[config.mk]
export PLATFORM = sky130hd
export DESIGN_NAME = gbktn_outq
export DESIGN_NICKNAME = d
export VERILOG_FILES = /design/src/hw/rtl/gbktn_pkg.sv /design/src/hw/rtl/gbktn_outq.sv
export SDC_FILE = /design/constraint.sdc
export NUM_CORES = 1
export LEC_CHECK = 0
export BUFFER_PORTS_ARGS = -buffer_cell sky130_fd_sc_hd__buf_2
export CORE_ASPECT_RATIO = 0.7
export CORE_MARGIN = 2
export CORE_UTILIZATION = 60
export DETAILED_ROUTE_END_ITERATION = 6
export PLACE_DENSITY = 0.85
export SETUP_SLACK_MARGIN = 0.2
export SLEW_MARGIN = 15
export SYNTH_ARGS = -nofsm -noshare
export SYNTH_HDL_FRONTEND = slang
export SYNTH_SLANG_ARGS = --single-unit
export TNS_END_PERCENT = 5
[constraint.sdc]
create_clock -name clk -period 3.55 [get_ports clk]
set_clock_uncertainty 0.2 [all_clocks]
set_input_delay 0.8875 -clock clk [delete_from_list [all_inputs] [get_ports clk]]
set_output_delay 0.8875 -clock clk [all_outputs]
set_load 0.005 [all_outputs]
[src/hw/rtl/gbktn_pkg.sv]
`timescale 1ns / 1ps
`default_nettype none
// ----------------------------------------------------------------------------
// gbktn_pkg
// Types and constants shared by the GBK text normalizer modules.
// ----------------------------------------------------------------------------
package gbktn_pkg;

    localparam logic       OP_TEXT          = 1'b0;
    localparam logic       OP_WRITE         = 1'b1;

    localparam logic [7:0] LEAD_FULLWIDTH   = 8'hA3;
    localparam logic [7:0] LEAD_SPACE       = 8'hA1;
    localparam logic [7:0] FULLWIDTH_OFFSET = 8'h80;
    localparam logic [7:0] ASCII_SPACE      = 8'h20;
    localparam logic [7:0] CASE_OFFSET      = 8'h20;
    localparam logic [7:0] UPPER_A          = 8'h41;
    localparam logic [7:0] UPPER_Z          = 8'h5A;

    localparam int         OUTQ_DEPTH       = 8;
    localparam int         OUTQ_PTR_W       = 3;
    localparam int         OUTQ_CNT_W       = 4;

    typedef enum logic [1:0] {
        KIND_SINGLE,
        KIND_EMPTY,
        KIND_PAIR
    } kind_t;

    typedef struct packed {
        logic [1:0] n_results;
        logic [7:0] data0;
        logic       last0;
        logic       empty0;
        logic [7:0] data1;
        logic       last1;
    } push_t;

endpackage
`default_nettype wire

[src/hw/rtl/gbktn_outq.sv]
`timescale 1ns / 1ps
`default_nettype none
// ----------------------------------------------------------------------------
// gbktn_outq
// Result queue: takes up to two results a cycle, one out a cycle on out_ready.
// ----------------------------------------------------------------------------
module gbktn_outq import gbktn_pkg::*; (
    input  wire                   clk,
    input  wire                   rst_n,
    input  push_t                 push,
    output logic [OUTQ_CNT_W-1:0] q_count,
    output logic                  out_valid,
    input  wire                   out_ready,
    output logic [7:0]            out_byte,
    output logic                  out_last,
    output logic                  out_empty
);

    logic [7:0]            data_q  [OUTQ_DEPTH];
    logic                  last_q  [OUTQ_DEPTH];
    logic                  empty_q [OUTQ_DEPTH];
    logic [OUTQ_PTR_W-1:0] wr_ptr_reg, wr_ptr_next;
    logic [OUTQ_PTR_W-1:0] rd_ptr_reg, rd_ptr_next;
    logic [OUTQ_CNT_W-1:0] count_reg, count_next;
    logic [OUTQ_PTR_W-1:0] wr_ptr_plus1;
    logic                  pop;

    assign out_valid    = count_reg != '0;
    assign pop          = out_valid && out_ready;
    assign q_count      = count_reg;
    assign wr_ptr_plus1 = wr_ptr_reg + OUTQ_PTR_W'(1);

    assign out_byte  = data_q[rd_ptr_reg];
    assign out_last  = last_q[rd_ptr_reg];
    assign out_empty = empty_q[rd_ptr_reg];

    always_comb
    begin
        wr_ptr_next = wr_ptr_reg + OUTQ_PTR_W'(push.n_results);
        rd_ptr_next = pop ? rd_ptr_reg + OUTQ_PTR_W'(1) : rd_ptr_reg;
        count_next  = count_reg + OUTQ_CNT_W'(push.n_results) - OUTQ_CNT_W'(pop);
    end

    always_ff @(posedge clk or negedge rst_n)
    begin
        if (!rst_n)
        begin
            wr_ptr_reg <= '0;
            rd_ptr_reg <= '0;
            count_reg  <= '0;
        end
        else
        begin
            wr_ptr_reg <= wr_ptr_next;
            rd_ptr_reg <= rd_ptr_next;
            count_reg  <= count_next;
        end
    end

    always_ff @(posedge clk)
    begin
        for (int i = 0; i < OUTQ_DEPTH; i++)
        begin
            if (push.n_results != 2'd0 && OUTQ_PTR_W'(i) == wr_ptr_reg)
            begin
                data_q[i]  <= push.data0;
                last_q[i]  <= push.last0;
                empty_q[i] <= push.empty0;
            end
            if (push.n_results == 2'd2 && OUTQ_PTR_W'(i) == wr_ptr_plus1)
            begin
                data_q[i]  <= push.data1;
                last_q[i]  <= push.last1;
                empty_q[i] <= 1'b0;
            end
        end
    end

endmodule
`default_nettype wire

==> reports/results.tsv <==
metric	value	unit
status	completed	
HPWL Detailed	6.26	mm
Most used DFF post-synth	edfxtp_1	
RSZ-0062 raised after global routing	false	
Largest Register	data_q	
H-tree depth	3	
Slew Viols, Final	0	
Inserted Clock Buffers	9	
Clock Pin Slew Worst Setup and Hold Paths	60	ps
share of cells above drive strength 1	0.513	
die area	8780	sq um
cell row count	27	
Total GRT Usage	0.249	
Synth area leaders	edfxtp_1, mux2_2, mux4_2	
crit path kind	flop to flop	
Synth Register Bits	90	
Req. time, crit path	3320	ps
worst slew pin tran	1150	ps
Max-Cap Viols	0	
Achievable Freq	315	MHz
# Post-CTS Setup Buffers	0	
IO Port Bufs	38	
vias in the first global route	2856	
post-route ant nets	0	
most frequent cell after synthesis	edfxtp_1	
final setup TNS	0	ps
Adder-Cell Fraction of Synth Area	0.0343	
worst vdd ir	0.000502	V
pwr dens	795	nW/um^2
CP max FO	15	
nets	368	
cts repair resizes	0	
Setup crit start kind	flop	
GP Congestion	0.832	
Die H	79.0	microns
Reg area	2640	sq um
sequential-to-total area share from yosys stat	0.548	
Period minus WS final	3180	ps
Synth cell types	42	
leakage power	2.02	nW
Clock Tree Buf Depth	2	
routed vias/inst	6.11	
area grow syn2layout	11.3	%
hold buffers post-CTS	0	
reg-to-reg critical path endpoint	data_q[7][7]	
Reg2Reg Depth	5	
DRT iter0 DRCs	286	
filler instances	539	
most frequent cells after synthesis	edfxtp_1, mux2_2, mux4_2	
largest net degree at the start of global routing	23	
Tcrit/Tclk final	0.895	
Top Registers	data_q: 64 flops, empty_q: 8 flops, last_q: 8 flops	
Clock Sinks	90	
Mapped Nets	327	
cell taking the most area after synthesis	edfxtp_1	
worst min-delay path category	input pin to async pin	
met2 WL post-DR	5.28	mm
Initial Utilization	0.615	
ANT cells	0	
largest family of logic cells by synthesized area	multiplexers	
first-pass GRT wire length	15.7	mm
post-synth top area share	0.492	
io pins	39	
grt total ovfl	0	
Arrival @ worst endpoint	2950	ps
Post-Synthesis Cell Area	4820	sq um
Synth Instances	291	
Synth Area in Compound Gates	0.0252	
drt pass-1 iters	4	
mux contribution to synthesized area	0.300	
via count	2675	
post-synthesis area per instance	16.6	sq um
asr flop ratio synth	0.111	
Routed met1 length	3.78	mm
Reg2Reg Setup Slack	370	ps
EDFF count, synth	79	
DRC	0	
wire length on met3	866	microns
Routed WL per cell	22.9	microns
uppermost layer routed	met4	
Worst slew margin	0.233	
Skew-Pair Late Insertion Delay	330	ps
WL final	10.0	mm
Multi-input gate area	2000	sq um
Final Hold Fails	0	
initial antenna violation count	0	
clk root buf	clkbuf_16	
max reg flops	64	
total power	4.27	mW
final count of negative-setup-slack endpoints	0	
Die X	111	microns
Synth Area in XOR/XNOR	0.00908	
core footprint	7840	sq um
post-synthesis simple-gate area fraction	0.0459	
CTS tree	yes	
Reg2Reg Launch Point	wr_ptr_reg[0]	
Synth warnings	0	
Setup crit end kind	flop	
==> report_power, final <==
group | internal [mW] | switching [mW] | total [mW]
Sequential | 1.54 | 0.175 | 1.72
Combinational | 0.806 | 0.818 | 1.62
Clock | 0.544 | 0.381 | 0.925
==> per-stage QoR <==
| stage | cells | worst slack, ps | hold WS [ps] | area (sq um) | util |
|---|---|---|---|---|---|
| floorplan | 291 | 967 | 249 | 4820 | - |
| global placement | 422 | 529 | 278 | 5080 | 0.648 |
| detailed placement | 422 | 390 | 286 | 5080 | 0.648 |
| CTS | 438 | 355 | 209 | 5370 | 0.685 |
| global route | 438 | 214 | 219 | 5370 | 0.685 |
| finish | 438 | 373 | 213 | 5370 | 0.685 |
==> cells by family (layout without fill, tap and decap cells) <==
logic type      count (synthesis)  count (layout)
mux                           103             103
flops                          90              90
simple gates                   32              32
buf+inv                        32              78
compound gates                 17              17
fa+ha+maj                      12              12
xor+xnor                        5               5
==> critical path: stages (launching register included) <==
cell	delay, ps
dfrtp_1	670
and2_1	310
ha_1	340
nor3b_4	370
nand2_2	360
nand2_1	560
==> cells in the final DEF, fill, tap and decap left out, drive strengths merged, types with 2 or more instances in the layout <==
cell / netlist / final
nand2b: 2 / 2
o21ai: 3 / 3
mux4: 20 / 20
o211ai: 2 / 2
buf: 12 / 45
edfxtp: 79 / 79
a21oi: 3 / 3
and2: 7 / 7
mux2: 83 / 83
xnor2: 4 / 4
nor2: 3 / 3
nor2b: 4 / 4
nand2: 7 / 7
clkinv: 0 / 3
ha: 10 / 10
inv: 17 / 17
nand3: 3 / 3
dfrtp: 10 / 10
o31ai: 2 / 2
fa: 2 / 2
clkbuf: 3 / 11
==> layer usage <==
metal	track usage	vias up
met5	0	-
met1	0.303	1330
met4	0.0938	0
li1	-	1214
met2	0.427	114
met3	0.0748	17
==> worst max path at each step <==
stage                  start            to  slack, ps
2_1_floorplan       push[19]  data_q[6][0]        970
3_3_place_gp   wr_ptr_reg[0]  data_q[7][2]        530
3_5_place_dp   wr_ptr_reg[0]  data_q[7][2]        390
4_1_cts        rd_ptr_reg[0]   out_byte[0]        350
5_1_grt        wr_ptr_reg[0]  data_q[7][7]        210
6_report       wr_ptr_reg[0]  data_q[7][7]        370
==> layout make-up <==
class,instances,area share
Sequential cell,90,0.492
Multi-Input combinational cell,169,0.373
Timing Repair Buffer,45,0.0452
Clock buffer,11,0.0434
Tap cell,101,0.0235
Inverter,17,0.0119
Clock inverter,5,0.0103
Note: power is estimated with default switching activity, not from simulation.
