## config.mk

```make
export PLATFORM = sky130hd
export DESIGN_NAME = gbktn_front
export DESIGN_NICKNAME = d
export VERILOG_FILES = /design/src/hw/rtl/gbktn_pkg.sv /design/src/hw/rtl/gbktn_front.sv
export SDC_FILE = /design/constraint.sdc
export NUM_CORES = 1
export LEC_CHECK = 0
export ABC_AREA = 0
export ABC_CLOCK_PERIOD_IN_PS = 6100
export BUFFER_PORTS_ARGS = -buffer_cell sky130_fd_sc_hd__buf_2
export CAP_MARGIN = 10
export CORE_ASPECT_RATIO = 1.5
export CORE_MARGIN = 8
export CORE_UTILIZATION = 50
export CTS_CLUSTER_DIAMETER = 40
export CTS_CLUSTER_SIZE = 20
export DETAILED_ROUTE_END_ITERATION = 7
export PLACE_DENSITY = 0.94
export SLEW_MARGIN = 0
export SYNTH_ARGS = -nofsm -noshare
export SYNTH_HDL_FRONTEND = slang
export SYNTH_SLANG_ARGS = --single-unit
```

## constraint.sdc

```tcl
create_clock -name clk -period 6.1 [get_ports clk]
set_input_delay 0.61 -clock clk [delete_from_list [all_inputs] [get_ports clk]]
set_output_delay 0.61 -clock clk [all_outputs]
set_load 0.05 [all_outputs]
```

## src/hw/rtl/gbktn_pkg.sv

```systemverilog
`timescale 1ns / 1ps
`default_nettype none
// ----------------------------------------------------------------------------
// gbktn_pkg
// Types and constants shared by the GBK text normalizer modules.
// ----------------------------------------------------------------------------
package gbktn_pkg;

    localparam logic       OP_TEXT          = 1'b0;
    localparam logic       OP_WRITE         = 1'b1;

    localparam logic [7:0] LEAD_FULLWIDTH   = 8'hA3;
    localparam logic [7:0] LEAD_SPACE       = 8'hA1;
    localparam logic [7:0] FULLWIDTH_OFFSET = 8'h80;
    localparam logic [7:0] ASCII_SPACE      = 8'h20;
    localparam logic [7:0] CASE_OFFSET      = 8'h20;
    localparam logic [7:0] UPPER_A          = 8'h41;
    localparam logic [7:0] UPPER_Z          = 8'h5A;

    localparam int         OUTQ_DEPTH       = 8;
    localparam int         OUTQ_PTR_W       = 3;
    localparam int         OUTQ_CNT_W       = 4;

    typedef enum logic [1:0] {
        KIND_SINGLE,
        KIND_EMPTY,
        KIND_PAIR
    } kind_t;

    typedef struct packed {
        logic [1:0] n_results;
        logic [7:0] data0;
        logic       last0;
        logic       empty0;
        logic [7:0] data1;
        logic       last1;
    } push_t;

endpackage
`default_nettype wire

```

## src/hw/rtl/gbktn_front.sv

```systemverilog
`timescale 1ns / 1ps
`default_nettype none
// ----------------------------------------------------------------------------
// gbktn_front
// Input decode, lead byte hold, table clearing pass, table access and
// result resolution in the cycle after the transfer.
// ----------------------------------------------------------------------------
module gbktn_front import gbktn_pkg::*; #(
    parameter int TABLE_DEPTH = 65536
) (
    input  wire                           clk,
    input  wire                           rst_n,
    input  wire                           in_valid,
    output logic                          in_ready,
    input  wire                           opcode,
    input  wire  [7:0]                    text_byte,
    input  wire                           end_of_text,
    input  wire  [15:0]                   table_key,
    input  wire  [15:0]                   table_value,
    input  wire  [OUTQ_CNT_W-1:0]         q_count,
    output logic                          ram_we,
    output logic [$clog2(TABLE_DEPTH)-1:0] ram_waddr,
    output logic [15:0]                   ram_wdata,
    output logic                          ram_re,
    output logic [$clog2(TABLE_DEPTH)-1:0] ram_raddr,
    input  wire  [15:0]                   ram_rdata,
    output push_t                         push
);

    localparam int AW = $clog2(TABLE_DEPTH);

    logic          clr_active_reg, clr_active_next;
    logic [AW-1:0] clr_addr_reg, clr_addr_next;
    logic          lead_held_reg, lead_held_next;
    logic [7:0]    lead_reg, lead_next;
    logic          s1_valid_reg, s1_valid_next;
    kind_t         s1_kind_reg, s1_kind_next;
    logic [7:0]    s1_data_reg, s1_data_next;
    logic [15:0]   s1_pair_reg, s1_pair_next;
    logic          s1_eot_reg, s1_eot_next;
    logic          s1_inrange_reg, s1_inrange_next;

    logic [1:0]    s1_n;
    logic          accept;
    logic [15:0]   pair;
    logic          key_inrange;
    logic          pair_inrange;
    logic [7:0]    lowered;
    logic [15:0]   mapped;

    always_comb
    begin
        s1_n = 2'd0;
        if (s1_valid_reg)
        begin
            s1_n = (s1_kind_reg == KIND_PAIR) ? 2'd2 : 2'd1;
        end
    end

    assign in_ready = !clr_active_reg
                      && ((q_count + OUTQ_CNT_W'(s1_n)) <= OUTQ_CNT_W'(OUTQ_DEPTH - 2));
    assign accept   = in_valid && in_ready;

    assign pair         = {lead_reg, text_byte};
    assign key_inrange  = {1'b0, table_key} < 17'(TABLE_DEPTH);
    assign pair_inrange = {1'b0, pair} < 17'(TABLE_DEPTH);
    assign lowered      = (text_byte >= UPPER_A && text_byte <= UPPER_Z)
                          ? text_byte + CASE_OFFSET : text_byte;

    always_comb
    begin
        clr_active_next = clr_active_reg;
        clr_addr_next   = clr_addr_reg;
        lead_held_next  = lead_held_reg;
        lead_next       = lead_reg;
        s1_valid_next   = 1'b0;
        s1_kind_next    = s1_kind_reg;
        s1_data_next    = s1_data_reg;
        s1_pair_next    = s1_pair_reg;
        s1_eot_next     = end_of_text;
        s1_inrange_next = 1'b0;
        ram_we          = 1'b0;
        ram_waddr       = table_key[AW-1:0];
        ram_wdata       = table_value;
        ram_re          = 1'b0;
        ram_raddr       = pair[AW-1:0];

        if (clr_active_reg)
        begin
            ram_we    = 1'b1;
            ram_waddr = clr_addr_reg;
            ram_wdata = 16'h0000;
            clr_addr_next = clr_addr_reg + AW'(1);
            if (clr_addr_reg == AW'(TABLE_DEPTH - 1))
            begin
                clr_active_next = 1'b0;
            end
        end
        else if (accept)
        begin
            if (opcode == OP_WRITE)
            begin
                ram_we = key_inrange;
            end
            else if (!lead_held_reg)
            begin
                if (text_byte[7])
                begin
                    if (end_of_text)
                    begin
                        s1_valid_next = 1'b1;
                        s1_kind_next  = KIND_EMPTY;
                    end
                    else
                    begin
                        lead_held_next = 1'b1;
                        lead_next      = text_byte;
                    end
                end
                else
                begin
                    s1_valid_next = 1'b1;
                    s1_kind_next  = KIND_SINGLE;
                    s1_data_next  = lowered;
                end
            end
            else
            begin
                lead_held_next = 1'b0;
                lead_next      = 8'h00;
                s1_valid_next  = 1'b1;
                priority if (lead_reg == LEAD_FULLWIDTH)
                begin
                    s1_kind_next = KIND_SINGLE;
                    s1_data_next = text_byte - FULLWIDTH_OFFSET;
                end
                else if (lead_reg == LEAD_SPACE && text_byte == LEAD_SPACE)
                begin
                    s1_kind_next = KIND_SINGLE;
                    s1_data_next = ASCII_SPACE;
                end
                else
                begin
                    s1_kind_next    = KIND_PAIR;
                    s1_pair_next    = pair;
                    s1_inrange_next = pair_inrange;
                    ram_re          = pair_inrange;
                end
            end
        end
    end

    always_ff @(posedge clk or negedge rst_n)
    begin
        if (!rst_n)
        begin
            clr_active_reg <= 1'b1;
            clr_addr_reg   <= '0;
            lead_held_reg  <= 1'b0;
            lead_reg       <= 8'h00;
            s1_valid_reg   <= 1'b0;
        end
        else
        begin
            clr_active_reg <= clr_active_next;
            clr_addr_reg   <= clr_addr_next;
            lead_held_reg  <= lead_held_next;
            lead_reg       <= lead_next;
            s1_valid_reg   <= s1_valid_next;
        end
    end

    always_ff @(posedge clk)
    begin
        s1_kind_reg    <= s1_kind_next;
        s1_data_reg    <= s1_data_next;
        s1_pair_reg    <= s1_pair_next;
        s1_eot_reg     <= s1_eot_next;
        s1_inrange_reg <= s1_inrange_next;
    end

    assign mapped = (s1_inrange_reg && ram_rdata != 16'h0000) ? ram_rdata : s1_pair_reg;

    always_comb
    begin
        push.n_results = s1_n;
        push.data0     = s1_data_reg;
        push.last0     = s1_eot_reg;
        push.empty0    = 1'b0;
        push.data1     = mapped[7:0];
        push.last1     = s1_eot_reg;
        unique case (s1_kind_reg)
            KIND_SINGLE:
            begin
                push.data0 = s1_data_reg;
            end
            KIND_EMPTY:
            begin
                push.data0  = 8'h00;
                push.last0  = 1'b1;
                push.empty0 = 1'b1;
            end
            KIND_PAIR:
            begin
                push.data0 = mapped[15:8];
                push.last0 = 1'b0;
            end
            default:
            begin
                push.n_results = 2'd0;
            end
        endcase
    end

endmodule
`default_nettype wire

```

==> results.py, run 1 <==
metrics = {
    "outcome": {
        "run_status": "finished, final reports clean",
    },
    "critical_path": {
        "worst_ep_required_time_ns": 5.49,
        "worst-path-max-fanout": 7,
        "timing.reg2reg.setup_slack_ns": 2.66,
        "crit-reg2reg-launch": "s1_kind_reg[0]",
        "worst_r2r_endpoint": "s1_pair_reg[10]",
        "worstSetupEndpoint": "ram_re",
        "crit_arrival_ns": 2.94,
        "startpoint_type": "flop",
        "cp-end-kind": "output port",
        "reg2reg_depth": 10,
        "crit_type": "flop to output port",
        "crit_start": "s1_kind_reg[0]",
    },
    "place": {
        "placed_cells_incl_taps": 449,
        "count_of_buffers_inserted_at_the_top_level_ports": 136,
        "place_congestion": 0.940,
        "detailedPlace.worstSlack_ns": 2.66,
        "postPlaceCellArea_mm2": 0.00369,
        "place_hpwl_um": 6080,
    },
    "route": {
        "final_antenna_net_count": 0,
        "via_per_inst": 5.42,
        "route.detailed.wl_per_inst_um": 16.3,
        "wirelength_um": 7450,
        "drc": 0,
        "route.vias.total": 2476,
        "drtPass1Iterations": 4,
        "detailedRoute.firstIterationViolations": 158,
    },
    "timing": {
        "final.setup.tns_ns": 0,
        "final_hold_viol_count": 0,
        "clock_tree_skew_after_final_layout_ns": 0.00778,
        "worst_slew_pin_slew_ns": 1.14,
        "max_freq_mhz": 281,
        "layout_setup_ws_ns": 2.55,
        "finalSetupViolations": 0,
        "period_needed_ns": 3.55,
        "rsz0062_at_grt": "false",
        "tightest_hold_margin_ns": 0.291,
        "timing.final.crit_share": 0.583,
        "maxSlewViolCount": 0,
        "headroom_to_the_max_slew_limit": 0.235,
    },
    "synth": {
        "post_synth_inst_count": 257,
        "ys_seq_elements": 55,
        "synthesis.nets": 329,
        "ys.warnings.count": 0,
        "synth_top_cell_by_area": "edfxtp_1",
        "post_synth.cell_area_avg_um2": 11.8,
        "synth.cell_area_mm2": 0.00302,
        "synthArstFlopShare": 0.491,
        "number_of_synthesized_flops_with_an_enable_pin": 26,
        "synth.lib_cells_used.distinct": 51,
        "synth.area.top_cells": "edfxtp_1, dfrtp_1, mux2_2",
        "yosys.area.top_type_share": 0.258,
        "synth_ff_type": "edfxtp_1",
        "synth.yosys.seq_area_share": 0.496,
    },
    "power_and_ir_drop": {
        "power.internal_uw": 573,
        "p_sw_uw": 325,
        "power.density_cell_area_mw_per_mm2": 237,
        "comb_power_share": 0.288,
        "net_switching_share_of_the_total_power": 0.362,
        "peakVddDrop_uv": 113,
        "sequentialPowerShare": 0.484,
        "power.clock.fraction": 0.228,
        "total_leakage_power_nw": 1.75,
    },
    "clock_network": {
        "post_cts_resized": 0,
        "cts_tree": "done",
        "cts_buffers": 5,
        "cts-root-to-sink-buffers": 2,
        "clock_tree.htree_level_count": 2,
        "holdBufCountCts": 0,
        "clock_sink_count": 55,
        "worstSkewPairLatency_ns": 0.31,
        "postCtsSetupBuffers": 0,
        "cts.clk_slew.worst_paths_ns": 0.10,
        "clockRootBuffer": "clkbuf_8",
    },
    "floorplanning": {
        "floorplan.rows": 34,
        "floorplan.core_area_mm2": 0.00583,
        "die-area_mm2": 0.00884,
        "floorplan.io_pins": 137,
        "floorplan.die.width_um": 79.5,
        "initial_utilization": 0.518,
        "dieHeight_um": 111,
    },
    "final_layout": {
        "stdcell_count": 457,
        "share_of_post_route_cells_with_drive_strength_above_1": 0.478,
        "layout-area-overhead-vs-synth_pct": 25.4,
        "stdcell_area_mm2": 0.00379,
        "nets": 456,
        "antenna_cells": 0,
    },
    "global_route": {
        "global_route.peak_usage_layer": "met2",
        "grt_pass1_wl_um": 11500,
        "grt_use_met3": 0.0414,
        "groute.layer.met1.usage": 0.161,
        "antenna_found_initial": 0,
        "via_count_of_the_first_global_routing_pass": 2564,
        "globalRoute.totalOverflow": 0,
        "pin_count_of_the_biggest_net_entering_global_routing": 43,
        "groute.layer.met2.usage": 0.284,
        "global_route_usage_over_all_layers": 0.160,
    },
    "min_path": {
        "worst_hold_path_type": "input pin to async pin",
    },
    "job": {
        "drv.max_cap_violation_count": 0,
    },
}
cells in the final DEF (no fill, tap or decap), types with 3 or more instances in the layout:
| cell type | instances |
|---|---|
| xnor2_1 | 14 |
| nand4_1 | 5 |
| and2b_2 | 3 |
| nand3_1 | 4 |
| edfxtp_1 | 26 |
| clkbuf_8 | 5 |
| buf_2 | 136 |
| a22o_1 | 7 |
| nor2b_1 | 27 |
| mux2i_1 | 9 |
| mux2_2 | 26 |
| and3_1 | 4 |
| dfrtp_1 | 26 |
| ha_1 | 7 |
| nor4_1 | 6 |
| nor2_1 | 9 |
| o21ai_0 | 8 |
| nand2_1 | 19 |
| inv_1 | 5 |
stage by stage:
step | util | power, mW
2_1_floorplan | - | 0.623
3_3_place_gp | 0.634 | 0.695
3_5_place_dp | 0.634 | 0.701
4_1_cts | 0.650 | 0.903
5_1_grt | 0.650 | 0.931
6_report | 0.650 | 0.898
Yosys cell counts (all sizes together) (2+ instances only):
library cell and instances:
a21oi 2, a22o 7, a31o 2, and2b 3, and3 5, and4 2
buf 13, clkbuf 3, dfrtp 26, dfxtp 2, edfxtp 26, ha 7
inv 5, mux2 28, mux2i 9, nand2 19, nand3 5, nand4 5
nor2 9, nor2b 27, nor3 2, nor4 6, o21ai 8, xnor2 14
xor2 2
power by group through the flow:
| stage | clock [mW] | combinational [mW] | sequential (mW) |
|---|---|---|---|
| 5_1_grt | 0.222 | 0.273 | 0.437 |
| 4_1_cts | 0.209 | 0.260 | 0.433 |
| 3_5_place_dp | 0 | 0.260 | 0.441 |
| 2_1_floorplan | 0 | 0.138 | 0.485 |
| 6_report | 0.204 | 0.259 | 0.435 |
| 3_3_place_gp | 0 | 0.255 | 0.441 |
layout make-up:
class / count / area [um^2]
sequential: 55 / 1500
timing repair buffer: 136 / 681
tap: 72 / 90.1
multi-input combinational: 181 / 1410
clock inverter: 3 / 27.5
clock buffer: 5 / 68.8
fill: 427 / 2040
inverter: 5 / 18.8
per-layer routing:
metal	vias to the layer above	part of all wire
li1	1183	-
met5	-	0
met3	21	0.078
met2	125	0.49
met4	0	0.039
met1	1147	0.39
cells by family (layout without fill, tap and decap cells):
family,count (synthesis),count (layout),share of synthesized area
simple gates,91,91,0.176
fa+ha+maj,7,7,0.0290
flops,55,55,0.496
xor+xnor,16,16,0.0464
buf+inv,21,149,0.0389
mux,37,37,0.137
compound gates,30,30,0.0775
worst min path at each step:
stage | cells after the start | from | end | slack [ns]
finish | 1 | rst_n | clr_addr_reg[11] | 0.29
global route | 1 | rst_n | clr_addr_reg[11] | 0.33
CTS | 1 | rst_n | clr_addr_reg[11] | 0.30
detailed placement | 1 | clr_addr_reg[13] | clr_addr_reg[13] | 0.48
global placement | 0 | lead_reg[6] | s1_pair_reg[14] | 0.48
floorplan | 0 | rst_n | clr_addr_reg[0] | 0.31
critical path: stages, from the launching register on:
cell      delay (ns)
edfxtp_1        0.43
inv_1           0.08
ha_1            0.25
nor2b_1         0.09
ha_1            0.24
ha_1            0.20
a31oi_1         0.17
mux2i_1         0.16
nor3_4          0.31
nand3_2         0.21
nor2_1          0.20
buf_2           0.29
Power figures use the tool's default switching activity.
==> run 2: changes to the inputs <==
Settings changed: ABC_CLOCK_PERIOD_IN_PS 6100 to 3400, CORE_UTILIZATION 50 to 47, PLACE_DENSITY 0.94 to 0.9.
Clock period 6.1 ns to 3.4 ns, I/O delays scaled along.
==> run 2 against run 1 <==
Effect of this change:
- critical path depth stayed put
- clock power up 87%
- final cell count increased by 1.8%
- combinational power increased by 81%
- die area grew 5.3%
- first-iteration DRC count shrank 42%
- register-to-register slack worse by 2.0 ns
- final area is 1.3% higher
- largest cell class unchanged
- worst setup slack got worse by 2.3 ns
- sequential share of layout area is 0.49 points lower
- critical endpoint unchanged
==> results.py, run 2 (same netlist as run 1, synthesis figures left out) <==
metrics = {
    "outcome": {
        "run_status": "finished, final reports clean",
    },
    "power_and_ir_drop": {
        "net_switching_share_of_the_total_power": 0.367,
        "power.internal_mw": 1.03,
        "sequentialPowerShare": 0.478,
        "power.density_cell_area_mw_per_mm2": 425,
        "comb_power_share": 0.288,
        "p_sw_uw": 600,
        "total_leakage_power_nw": 1.77,
        "power.clock.fraction": 0.234,
        "finalPower_mw": 1.63,
        "peakVddDrop_uv": 339,
    },
    "clock_network": {
        "cts.clk_slew.worst_paths_ns": 0.10,
        "clockRootBuffer": "clkbuf_8",
        "clock_tree.htree_level_count": 2,
        "clock_sink_count": 55,
        "cts-root-to-sink-buffers": 2,
        "cts_buffers": 5,
        "holdBufCountCts": 0,
        "worstSkewPairLatency_ns": 0.31,
        "cts_tree": "done",
    },
    "place": {
        "postPlaceCellArea_mm2": 0.00371,
        "place_hpwl_um": 6320,
        "place_congestion": 0.802,
        "detailedPlace.worstSlack_ns": 0.392,
        "count_of_buffers_inserted_at_the_top_level_ports": 136,
    },
    "floorplanning": {
        "floorplan.core_area_mm2": 0.00635,
        "floorplan.die.width_um": 81.5,
        "floorplan.rows": 36,
        "die-area_mm2": 0.00930,
        "floorplan.io_pins": 137,
        "dieHeight_um": 114,
        "initial_utilization": 0.476,
    },
    "final_layout": {
        "antenna_cells": 0,
        "mostFrequentLayoutCells": "buf_2, nor2b_1, mux2_2, dfrtp_1, edfxtp_1",
        "layout-area-overhead-vs-synth_pct": 27.0,
        "stdcell_area_mm2": 0.00384,
        "layout_commonest_cell": "buf_2",
        "n_fill_cell": 502,
        "share_of_post_route_cells_with_drive_strength_above_1": 0.486,
        "nets": 460,
    },
    "critical_path": {
        "crit_chain": "inv_1, ha_1, nor2b_1, ha_1, ha_1, nand3_1, mux2i_1, nor3_4, nand3_4, nor2_2, clkbuf_4",
        "worst-path-max-fanout": 7,
        "crit_path_buffers_inverters": 2,
        "crit_type": "flop to output port",
        "slowest_stage": "edfxtp_1",
        "crit_arrival_ns": 2.83,
        "critical-path-max-stage-delay_ns": 0.39,
        "crit_path_frequent_cell": "ha_1",
        "reg2reg_depth": 11,
        "startpoint_type": "flop",
        "crit-reg2reg-launch": "s1_kind_reg[0]",
        "cp-end-kind": "output port",
        "path_delay_family": "simple AND/OR/NAND/NOR gates",
        "worst_r2r_endpoint": "s1_data_reg[3]",
        "timing.reg2reg.setup_slack_ns": 0.64,
        "worst_ep_required_time_ns": 3.06,
    },
    "job": {
        "drv.max_cap_violation_count": 0,
    },
    "timing": {
        "final.setup.tns_ns": 0,
        "timing.final.crit_share": 0.931,
        "clock_tree_skew_after_final_layout_ns": 0.00385,
        "max_freq_mhz": 316,
        "period_needed_ns": 3.17,
        "headroom_to_the_max_slew_limit": 0.366,
        "maxSlewViolCount": 0,
        "final_hold_viol_count": 0,
        "layout_setup_ws_ns": 0.233,
        "rsz0062_at_grt": "false",
        "worst_slew_pin_slew_ns": 0.952,
        "finalSetupViolations": 0,
    },
    "route": {
        "maxUsedRoutingLayer": "met4",
        "route.vias.total": 2438,
        "route.detailed.wl_per_inst_um": 16.6,
        "routed-wl-met3_um": 610,
        "drc": 0,
        "wirelength_um": 7730,
        "detailedRoute.firstIterationViolations": 91,
        "drtPass1Iterations": 4,
        "via_per_inst": 5.24,
        "m1WireLength_um": 2750,
        "routed-wl-met2_um": 4200,
        "final_antenna_net_count": 0,
    },
    "global_route": {
        "antenna_found_initial": 0,
        "grt_pass1_wl_um": 12000,
        "global_route_usage_over_all_layers": 0.163,
        "via_count_of_the_first_global_routing_pass": 2633,
        "pin_count_of_the_biggest_net_entering_global_routing": 43,
        "globalRoute.totalOverflow": 0,
    },
    "min_path": {
        "worst_hold_path_type": "input pin to async pin",
    },
}
-- run 2: cell count changes in the layout (fill, tap and decap cells not counted), sizes merged --
cell | previous run | this run
clkbuf | 5 | 6
inv | 6 | 7
clkinv | 1 | 0
buf | 136 | 139
-- run 2: power groups by stage --
stage                     Clock [mW]  Combinational (mW)  Sequential (mW)
after floorplan                    0               0.247            0.871
after global placement             0               0.462            0.791
after detailed placement           0               0.469            0.794
after CTS                      0.390               0.470            0.779
after global routing           0.405               0.499            0.785
final                          0.382               0.470            0.780
-- run 2: layer usage --
metal	track usage	vias up
met4	0.0647	0
met1	0.158	1139
met3	0.0464	12
met2	0.306	101
li1	-	1186
met5	0	-
-- run 2: what timing repair did --
item / in CTS / in global routing
endpoints found under the setup margin: 0 / 1
setup buffers: 0 / 2
gates resized for setup: 0 / 3
-- run 2: final cells by class --
type                       count  area [um^2]  share of cell area
clock buffer                   5         68.8              0.0179
clock inverter                 3         27.5             0.00718
inverter                       5         18.8             0.00489
multi-input combinational    181         1420               0.369
sequential                    55         1500               0.390
tap                           76         95.1              0.0248
timing repair buffer         140          713               0.186
-- run 2: worst max path at each step --
stage	start	end	slack [ns]	cells after the start
global route	s1_kind_reg[0]	ram_re	0.05	11
global placement	s1_kind_reg[0]	ram_re	0.53	11
finish	s1_kind_reg[0]	ram_re	0.23	11
floorplan	s1_kind_reg[0]	in_ready	0.04	8
CTS	s1_kind_reg[0]	ram_re	0.03	11
detailed placement	s1_kind_reg[0]	ram_re	0.39	11
-- run 2: worst reg2reg max path: cells and delay by family (launching register included) --
kind,cells,cell delay (ns)
adder cells (fa/ha/maj),3,0.79
buffers and inverters,2,0.25
multiplexers,1,0.12
flip-flops,1,0.39
AND/OR/NAND/NOR,5,0.94
-- run 2: per-stage QoR --
step | hold slack, ns | cells | utilization
3_5_place_dp | 0.385 | 455 | 0.585
2_1_floorplan | 0.0444 | 257 | -
6_report | 0.0187 | 465 | 0.604
5_1_grt | 0.0674 | 465 | 0.604
4_1_cts | 0.0391 | 463 | 0.600
3_3_place_gp | 0.378 | 455 | 0.585
